<file path="src/rtl/core/flare_pkg.sv">
// Shared types, codes and constants for the flare fade tracker.
`timescale 1ns / 1ps
package flare_pkg;

  localparam int unsigned FLARE_SLOTS_DEF = 64;
  localparam logic [15:0] FADE_STEP_RST   = 16'd459;
  localparam logic        ENABLE_RST      = 1'b1;
  localparam logic [31:0] FADE_BACK_MS    = 32'd2000;
  localparam logic [16:0] FRAC_ONE        = 17'd65536;

  localparam logic ACT_ADD    = 1'b0;
  localparam logic ACT_RENDER = 1'b1;

  localparam logic KIND_ADD  = 1'b0;
  localparam logic KIND_DRAW = 1'b1;

  localparam logic [1:0] ADD_REFRESH = 2'd0;
  localparam logic [1:0] ADD_NEW     = 2'd1;
  localparam logic [1:0] ADD_DROP    = 2'd2;

  localparam logic CFG_FADE_STEP = 1'b0;
  localparam logic CFG_ENABLE    = 1'b1;

  typedef enum logic [2:0] {
    S_IDLE,
    S_A_SCAN,
    S_A_DRAIN,
    S_A_WRITE,
    S_R_READ,
    S_R_EVAL,
    S_R_FIN,
    S_R_FLUSH
  } state_t;

  typedef struct packed {
    logic [15:0] id;
    logic [7:0]  scene;
    logic        portal;
    logic [31:0] added;
    logic        shown;
    logic        cv;
    logic [31:0] fade;
  } rec_t;

  typedef struct packed {
    logic load;
    logic scan;
    logic cnt_inc;
    logic add_commit;
    logic r_eval;
    logic r_fin;
    logic flush;
  } cmd_t;

  typedef struct packed {
    logic action;
    logic enabled;
    logic cnt_last;
    logic out_busy;
    logic pend_valid;
    logic fin_draw;
  } sts_t;

endpackage

</file>
<file path="src/rtl/core/flare_ctrl.sv">
// Sequencer for add lookups and render passes over the flare slots.
`timescale 1ns / 1ps
module flare_ctrl (
  input  logic            clk,
  input  logic            rst,
  input  logic            in_valid,
  output logic            in_stall,
  input  flare_pkg::sts_t sts,
  output flare_pkg::cmd_t cmd
);
  import flare_pkg::*;

  state_t state, state_next;
  logic   accept;

  assign accept = in_valid && !in_stall;

  always_ff @(posedge clk) begin
    if (rst) begin
      state <= S_IDLE;
    end else begin
      state <= state_next;
    end
  end

  always_comb begin
    state_next = state;
    case (state)
      S_IDLE: begin
        if (accept) begin
          if (sts.action == ACT_ADD) begin
            state_next = S_A_SCAN;
          end else if (sts.enabled) begin
            state_next = S_R_READ;
          end
        end
      end
      S_A_SCAN:  if (sts.cnt_last) state_next = S_A_DRAIN;
      S_A_DRAIN: state_next = S_A_WRITE;
      S_A_WRITE: if (!sts.out_busy) state_next = S_IDLE;
      S_R_READ:  state_next = S_R_EVAL;
      S_R_EVAL:  state_next = S_R_FIN;
      S_R_FIN: begin
        if (!(sts.fin_draw && sts.pend_valid && sts.out_busy)) begin
          state_next = sts.cnt_last ? S_R_FLUSH : S_R_READ;
        end
      end
      S_R_FLUSH: if (!(sts.pend_valid && sts.out_busy)) state_next = S_IDLE;
      default:   state_next = S_IDLE;
    endcase
  end

  always_comb begin
    cmd = '0;
    in_stall = 1'b1;
    case (state)
      S_IDLE: begin
        in_stall = 1'b0;
        cmd.load = in_valid;
      end
      S_A_SCAN: begin
        cmd.scan = 1'b1;
        cmd.cnt_inc = 1'b1;
      end
      S_A_DRAIN: ;
      S_A_WRITE: cmd.add_commit = !sts.out_busy;
      S_R_READ:  ;
      S_R_EVAL:  cmd.r_eval = 1'b1;
      S_R_FIN: begin
        if (!(sts.fin_draw && sts.pend_valid && sts.out_busy)) begin
          cmd.r_fin = 1'b1;
          cmd.cnt_inc = 1'b1;
        end
      end
      S_R_FLUSH: cmd.flush = !(sts.pend_valid && sts.out_busy);
      default:   ;
    endcase
  end

endmodule

</file>
<file path="config.mk">
export PLATFORM = sky130hd
export DESIGN_NAME = flare_ctrl
export DESIGN_NICKNAME = d
export VERILOG_FILES = /design/src/rtl/core/flare_pkg.sv /design/src/rtl/core/flare_ctrl.sv
export SDC_FILE = /design/constraint.sdc
export NUM_CORES = 1
export LEC_CHECK = 0
export BUFFER_PORTS_ARGS = -buffer_cell sky130_fd_sc_hd__buf_2
export CORE_AREA = 5 5 42 44
export CTS_BUF_LIST = sky130_fd_sc_hd__clkbuf_16
export DETAILED_ROUTE_END_ITERATION = 8
export DIE_AREA = 0 0 47 49
export GPL_TIMING_DRIVEN = 0
export HOLD_SLACK_MARGIN = 0.12
export PLACE_DENSITY = 0.49
export SETUP_SLACK_MARGIN = 0.5
export SYNTH_ARGS = -nofsm -noshare
export SYNTH_HDL_FRONTEND = slang
export SYNTH_SLANG_ARGS = --single-unit
</file>
<file path="constraint.sdc">
create_clock -name clk -period 1.7 [get_ports clk]
set_input_delay 0.085 -clock clk [delete_from_list [all_inputs] [get_ports clk]]
set_output_delay 0.085 -clock clk [all_outputs]
set_load 0.02 [all_outputs]
</file>
==> results.txt, run 1 <==
* Crit. Startpoint: state[1]$_SDFFE_PP0P_
- Clk pin slew, worst setup/hold paths: 0.03 ns
- Cell type with the highest occurrence count on the critical path: buf_6
- Die boundary width: 47 um
- Clk_lat worst skew: 0.23 ns
* Unrepaired setup endpoints after global routing: yes
* Cell chosen for the clock root: clkbuf_16
* Clock tree from TritonCTS: done
* Clk sink count: 3
* Layout filler cell count: 147
* Global router's overall resource usage: 0.0943
* Setup Skew: approximately 0.0038 ns
- Die ar.: 2300 sq um
* Critical path startpoint category: register
- Internal Dissipation: approximately 620 uW
- Counting flops per register, the top entry is state.
- Flip-flop count of the largest register after layout: 3
- Yosys mapped the design onto 24 distinct sky130hd cell types.
- Number of buffers created by CTS: 3
* Registers with the highest flip-flop counts: state (3)
- Portion of the post-synthesis area used by sequential elements: 0.191
- Port buffering added 16 buffers.
- Total via count after detailed routing: 379
- Routed Wire Length: a little over 900 um
* Maximum number of pins on one net before global-route repair: 9
- The via count of the first global-routing pass came to roughly 350.
* CP required: roughly 1.6 ns
- Number of core rows: 14
- Of the total power, the clock network draws 0.405.
- Of the total power, the share spent switching nets is 0.315.
- In this run the remaining antenna-violating nets after routing total 0.
- Syn avg cell area: 7.85 sq um
- Highest achievable clock rate: 724 MHz
- The number of hold violations in the final report is 0.
* Fraction of final layout cells sized beyond drive strength 1: 0.606
- Detailed placement finished with a half-perimeter wire length of 647 um.
- IR analysis of the VDD net gives a maximum drop of between 800 and 900 uV.
- Leakage power: between 0.2 and 0.3 nW
* Antenna diode count: 0
- The first detailed-routing pass ran for 4 iterations.
- Final TNS setup: 0 ns
* Critical path type: reg2out
- The share of total power dissipated in combinational logic is 0.475.
* Placed standard-cell area: approximately 440 sq um
* Pwr per Cell Area: ~1500 nW/um^2
- In the final design database the tool counted 76 nets.
- Of the available clock period, the critical path in the final layout requires 0.813.
- Worst path bufs/invs: 2
- In this run, the number of DRC markers left after iteration 0 of detailed routing was 4.
- Worst Setup End Kind: output pin
- Async set-or-reset flop fraction in the synthesized netlist: 0
- With fillers left out, the area of the finished cells amounts to a little over 600 sq um.
* Count of endpoints failing setup in the final report: 0
- The first global-routing pass estimated about 1400 um of wire.
- Critical-path cell list: buf_6, and2b_2, nand2_2, a31oi_4, or2_4, buf_6
- Max-cap violations: 0
- Number of buffers on the longest clock path: 2
* Path category of the worst min-delay check: in2reg
- Using the TritonRoute via totals, the vias-per-cell ratio works out to 4.62.
* Worst Min Path Start: sts[5]
- Synthesis-stage register bit count: 3
- Number of ports placed on the die boundary: 17
- Synth Instances: 40
- The number of antenna violations at the first check in global routing was 0.
* Die Height: about 49 um
- Synth warnings: 0
* Final max-slew violation count: 0
- Transition time at the pin with the least slew margin: around 0.20 ns
* Slowest CP cell: dfxtp_1
* Final weighted congestion in routability-driven placement: 0.740
- The run finished with clean final reports.
- Worst slack on hold paths: ~0.24 ns
- CTS H-tree lvls: 1
* EDFF count, synth: 0
* Primary FF master, synth: dfxtp_1
- Largest driver fanout on the critical path: 4
- Dividing the detail-routed wire length by the instance count gives ~11 um.
- Period minus WS final: roughly 1.4 ns
* Register share of total power: 0.119
* Count of unresolved DRC violations after routing: 0
- Layout overhead on the synthesized area: 93.6%
- Largest stage delay, worst path: around 0.29 ns
* Synth Net Count: 49
* Core area: between 1000 and 1500 sq um
- For this run the aggregate overflow at the end of global routing stands at 0.
- Starting utilization of the core area: 0.224
* Arrival time of data at the critical path endpoint: ~1.3 ns
- The kind of cell with the highest combined delay along the critical path is simple AND/OR/NAND/NOR gates.
- For this design the total switching power over the nets is about 290 uW.
- In this run the tightest slew margin relative to its limit is 0.863.
- Cell area after technology mapping: 314 sq um
- Reg-to-Reg Start: state[1]$_SDFFE_PP0P_
[cells in the mapped netlist (all sizes together) (2+ instances only)]
cell type | number | area, sq um
nand2 | 5 | 18.8
nor2 | 5 | 18.8
nor3 | 4 | 20.0
buf | 3 | 30.0
dfxtp | 3 | 60.1
a21o | 2 | 17.5
a31oi | 2 | 27.5
o21ai | 2 | 10.0
[cells in the final DEF, fill, tap and decap left out, drive strengths merged, types with 2 or more instances in the layout]
cell and n:
a21o 2, nand2 5, dfxtp 3, clkbuf 3, nor2 5, a31oi 2, buf 24, inv 2
nor3 4, o21ai 2
[metrics by stage]
step	total power [mW]	instances	worst slack [ns]	util
floorplan	0.381	40	0.549	-
global placement	0.463	72	0.406	0.316
detailed placement	0.463	72	0.394	0.316
CTS	0.895	81	0.310	0.421
global route	0.962	82	0.276	0.434
finish	0.911	82	0.319	0.434
[routing by layer]
metal | part of all wire | GRT usage | wire length [um] | vias to the layer above
li1 | - | - | - | 195
met1 | 0.42 | 0.105 | 387 | 162
met2 | 0.42 | 0.120 | 387 | 18
met3 | 0.10 | 0.0443 | 96 | 4
met4 | 0.048 | 0.0968 | 44 | 0
met5 | 0 | 0 | 0 | -
[worst min-delay path, delay by kind of cell]
kind,cells,cell delay (ns)
compound gates,1,0.05
simple gates,2,0.18
buf+inv,1,0.10
[kinds of logic after synthesis]
group,share of synthesized area
buf+inv,0.163
simple gates,0.339
compound gates,0.307
flops,0.191
[final cells by class]
cell class                      count  area, sq um  share of cell area
Timing Repair Buffer               22          148               0.243
Buffer                              3         30.0              0.0494
Clock buffer                        3         75.1               0.123
Sequential cell                     3         63.8               0.105
Inverter                            2         21.3              0.0350
Multi-Input combinational cell     32          246               0.405
Clock inverter                      1         3.75             0.00617
Tap cell                           16         20.0              0.0329
[path summary, 6_finish.rpt]
path	endpoint	slack [ns]	cells past startpoint
max reg2reg	state[2]$_SDFFE_PP0P_	0.43	6
min reg2reg	state[2]$_SDFFE_PP0P_	0.56	2
min	state[2]$_SDFFE_PP0P_	0.24	4
max	cmd[4]	0.32	6
[power groups by stage]
| stage | registers, mW | logic, mW | clock network [mW] |
|---|---|---|---|
| finish | 0.109 | 0.433 | 0.369 |
| global route | 0.110 | 0.467 | 0.385 |
| CTS | 0.112 | 0.408 | 0.375 |
| detailed placement | 0.108 | 0.355 | 0 |
| global placement | 0.108 | 0.355 | 0 |
| floorplan | 0.102 | 0.279 | 0 |
[timing repair]
action	4_1_cts	5_1_grt
resized for setup	10	4
hold endpoints to repair	2	0
hold buffers	1	0
setup buffers	4	1
pin swaps	1	2
endpoints found under the setup margin	8	11
(Power assumes the default switching activity.)
==> run 2: changes to the inputs <==
==> constraint.sdc (replaced) <==
create_clock -name clk -period 1.44 [get_ports clk]
set_input_delay 0.072 -clock clk [delete_from_list [all_inputs] [get_ports clk]]
set_output_delay 0.072 -clock clk [all_outputs]
set_load 0.02 [all_outputs]
==> results.txt, run 2 (synthesis gave the netlist of run 1 again) <==
- Final TNS setup: 0 ns (unchanged)
- The overflow left after global routing is 0 (unchanged).
* Final weighted congestion in routability-driven placement: 0.699 (-5.5%)
- Clock Power Share: 0.367 (-0.038)
* First-pass GRT wire length: 1680 um (+16%)
- CP required: 1.37 ns (-0.25 ns)
- state holds more flip-flops than any other register.
- Critical path startpoint category: register
* Layout overhead on the synthesized area: 125%
- The maximum number of pins on one net before global-route repair was 9 (unchanged).
* Most common library cell in the layout ignoring fill and taps: buf_2
- Flip-flop count of the largest register after layout: 3 (unchanged)
- The routed wire length was 1010 um (+10%).
- Detail-routed via count per cell: 4.65 (+0.54%)
* Setup Skew: 0.00125 ns (-0.00257 ns)
- The max-capacitance violation count is 0 (unchanged).
* Arrival time of data at the critical path endpoint: 1.30 ns (about the same)
* Registers with the highest flip-flop counts: state (3)
- The detailed-routing iteration count for the pre-antenna-repair pass was 4 (unchanged).
* CTS H-tree lvls: 1 (unchanged)
* Number of buffers created by CTS: 3 (unchanged)
* Slack of the worst reg-to-reg path: 0.14 ns (-0.29 ns)
- The total number of vias was 395 (+4.2%).
* Net switching power of the design: 375 uW (+31%)
- Transition time at the pin with the least slew margin: 0.180 ns (-0.0232 ns)
- Die boundary width: 47 um (unchanged)
- Fin. Hold Viols: 0 (unchanged)
- Critical path type: reg2out
- The y dimension of the die came to 49 um (unchanged).
- The run finished with clean final reports.
- Area occupied by multi-input gates: 290 sq um (+18%)
- Largest driver fanout on the critical path: 3 (-1)
* Worst-case headroom to the max-slew limit: 0.879 (+0.0156)
- The number of cell rows is 14 (unchanged).
- The number of nets in the layout was 79 (+3.9%).
- The worst IR drop on VDD is 1080 uV (+24%).
- The final worst slack was 0.0671 ns (-0.252 ns).
- Register share of total power: 0.112 (-0.007)
- Detail Route Antenna Nets: 0 (unchanged)
- The most numerous cell type found on the critical path is buf_6.
* Worst Setup End Kind: output pin
- Slowest CP cell: dfxtp_2
- Drt initial violations: 6 (+2)
- The full die area came to 2300 sq um (unchanged).
* Count of endpoints failing setup in the final report: 0 (unchanged)
- Internal Dissipation: 790 uW (+27%)
- Clock tree from TritonCTS: done
- Final cycle utilization of the critical path: 0.953
- Global router's overall resource usage: 0.0986 (+0.00429)
- The number of antenna violations at the first check in global routing came to 0 (unchanged).
- Unrepaired setup endpoints after global routing: yes
- Count of unresolved DRC violations after routing: 0 (unchanged)
- Number of buffers on the longest clock path: 2 (unchanged)
* Cell chosen for the clock root: clkbuf_16
* Period minus WS final: about 1.4 ns
* Commonest cells after routing, fill and taps aside: buf_2 (10), buf_6 (8), buf_4 (8), nor2_1 (4)
* Core area: 1400 sq um (unchanged)
* Clk sink count: 3 (unchanged)
- Highest achievable clock rate: 728 MHz
- The combinational fraction of design power was 0.521 (+0.046).
* Clk_lat worst skew: 0.22 ns (about the same)
* Fraction of final layout cells sized beyond drive strength 1: 0.725 (+0.119)
- Path category of the worst min-delay check: in2reg
- The worst stage delay on the critical path came to 0.30 ns (about the same).
- The worst-case setup slack after placement was 0.189 ns (-0.205 ns).
* Number of ports placed on the die boundary: 17 (unchanged)
- The routed wire length per instance was 11.9 um (+6.6%).
- Antenna diode count: 0 (unchanged)
- Pwr per Cell Area: 1650 nW/um^2 (+10%)
- The via count of the first global-routing pass is 406 (+17%).
- Storage element area: 65.1 sq um (+2.0%)
- The clock-pin slew of the registers on the worst-case setup and hold paths is 0.03 ns (about the same).
- The effective utilization at floorplan is 0.224 (unchanged).
- Number of buffers inserted by port buffering: 16 (unchanged)
- The switching portion of total power came to 0.322 (+0.00695).
- Layout filler cell count: 135 (-8.2%)
- Final max-slew violation count: 0 (unchanged)
- Critical-path cell list: buf_6, and2b_2, nand2_2, a31oi_4, or2_4, buf_6
- The static leakage is 0.328 nW (+14%).
==> run 2: repair_timing <==
item                       CTS  global route
pin swaps                    8             3
buffers inserted             5             3
cloned                       0             0
resized for setup           17             9
setup endpoints to repair   11            11
hold endpoints to repair     2             0
hold buffers                 1             0
==> run 2: layout make-up <==
type / count / share of cell area
clock inverters: 1 / 0.00532
inverters: 2 / 0.0301
multi-input cells: 32 / 0.411
well taps: 16 / 0.0284
repair buffers: 25 / 0.284
plain buffers: 3 / 0.0426
clock buffers: 3 / 0.106
flip-flops and latches: 3 / 0.0922
==> run 2: worst paths after layout <==
path | start | to | cells after the start
worst max-delay path | state[1]$_SDFFE_PP0P_ | cmd[4] | 6
worst min-delay path | rst | state[0]$_SDFFE_PP0P_ | 4
worst max register to register | state[1]$_SDFFE_PP0P_ | state[2]$_SDFFE_PP0P_ | 6
worst min register to register | state[0]$_SDFFE_PP0P_ | state[2]$_SDFFE_PP0P_ | 2
==> run 2: per-stage QoR <==
stage | area [sq um] | instances | utilization | hold WS, ns | power [mW]
after floorplan | 355 | 40 | - | 0.141 | 0.460
after global placement | 455 | 72 | 0.325 | 0.285 | 0.557
after detailed placement | 455 | 72 | 0.325 | 0.286 | 0.556
after CTS | 643 | 82 | 0.459 | 0.161 | 1.12
after global routing | 706 | 85 | 0.504 | 0.180 | 1.24
final | 706 | 85 | 0.504 | 0.152 | 1.16
==> run 2: critical path: cells and delay by family (launching register included) <==
| kind | cells | cell delay [ns] |
|---|---|---|
| AND/OR/NAND/NOR | 3 | 0.49 |
| flip-flops | 1 | 0.30 |
| buffers and inverters | 2 | 0.24 |
| AO/OA/AOI/OAI | 1 | 0.03 |
==> run 2: power groups by stage <==
stage               clock network [mW]  registers (mW)  logic (mW)
global placement                     0           0.127       0.430
floorplan                            0           0.121       0.339
finish                           0.427           0.131       0.607
global route                     0.447           0.134       0.663
CTS                              0.434           0.129       0.556
detailed placement                   0           0.127       0.429
==> run 2: layer usage <==
metal,up-vias,track usage,wire length [um]
li1,200,-,-
met1,181,0.119,376
met2,14,0.156,550
met3,0,0.0406,85
met4,0,0.0276,0
met5,-,0,0
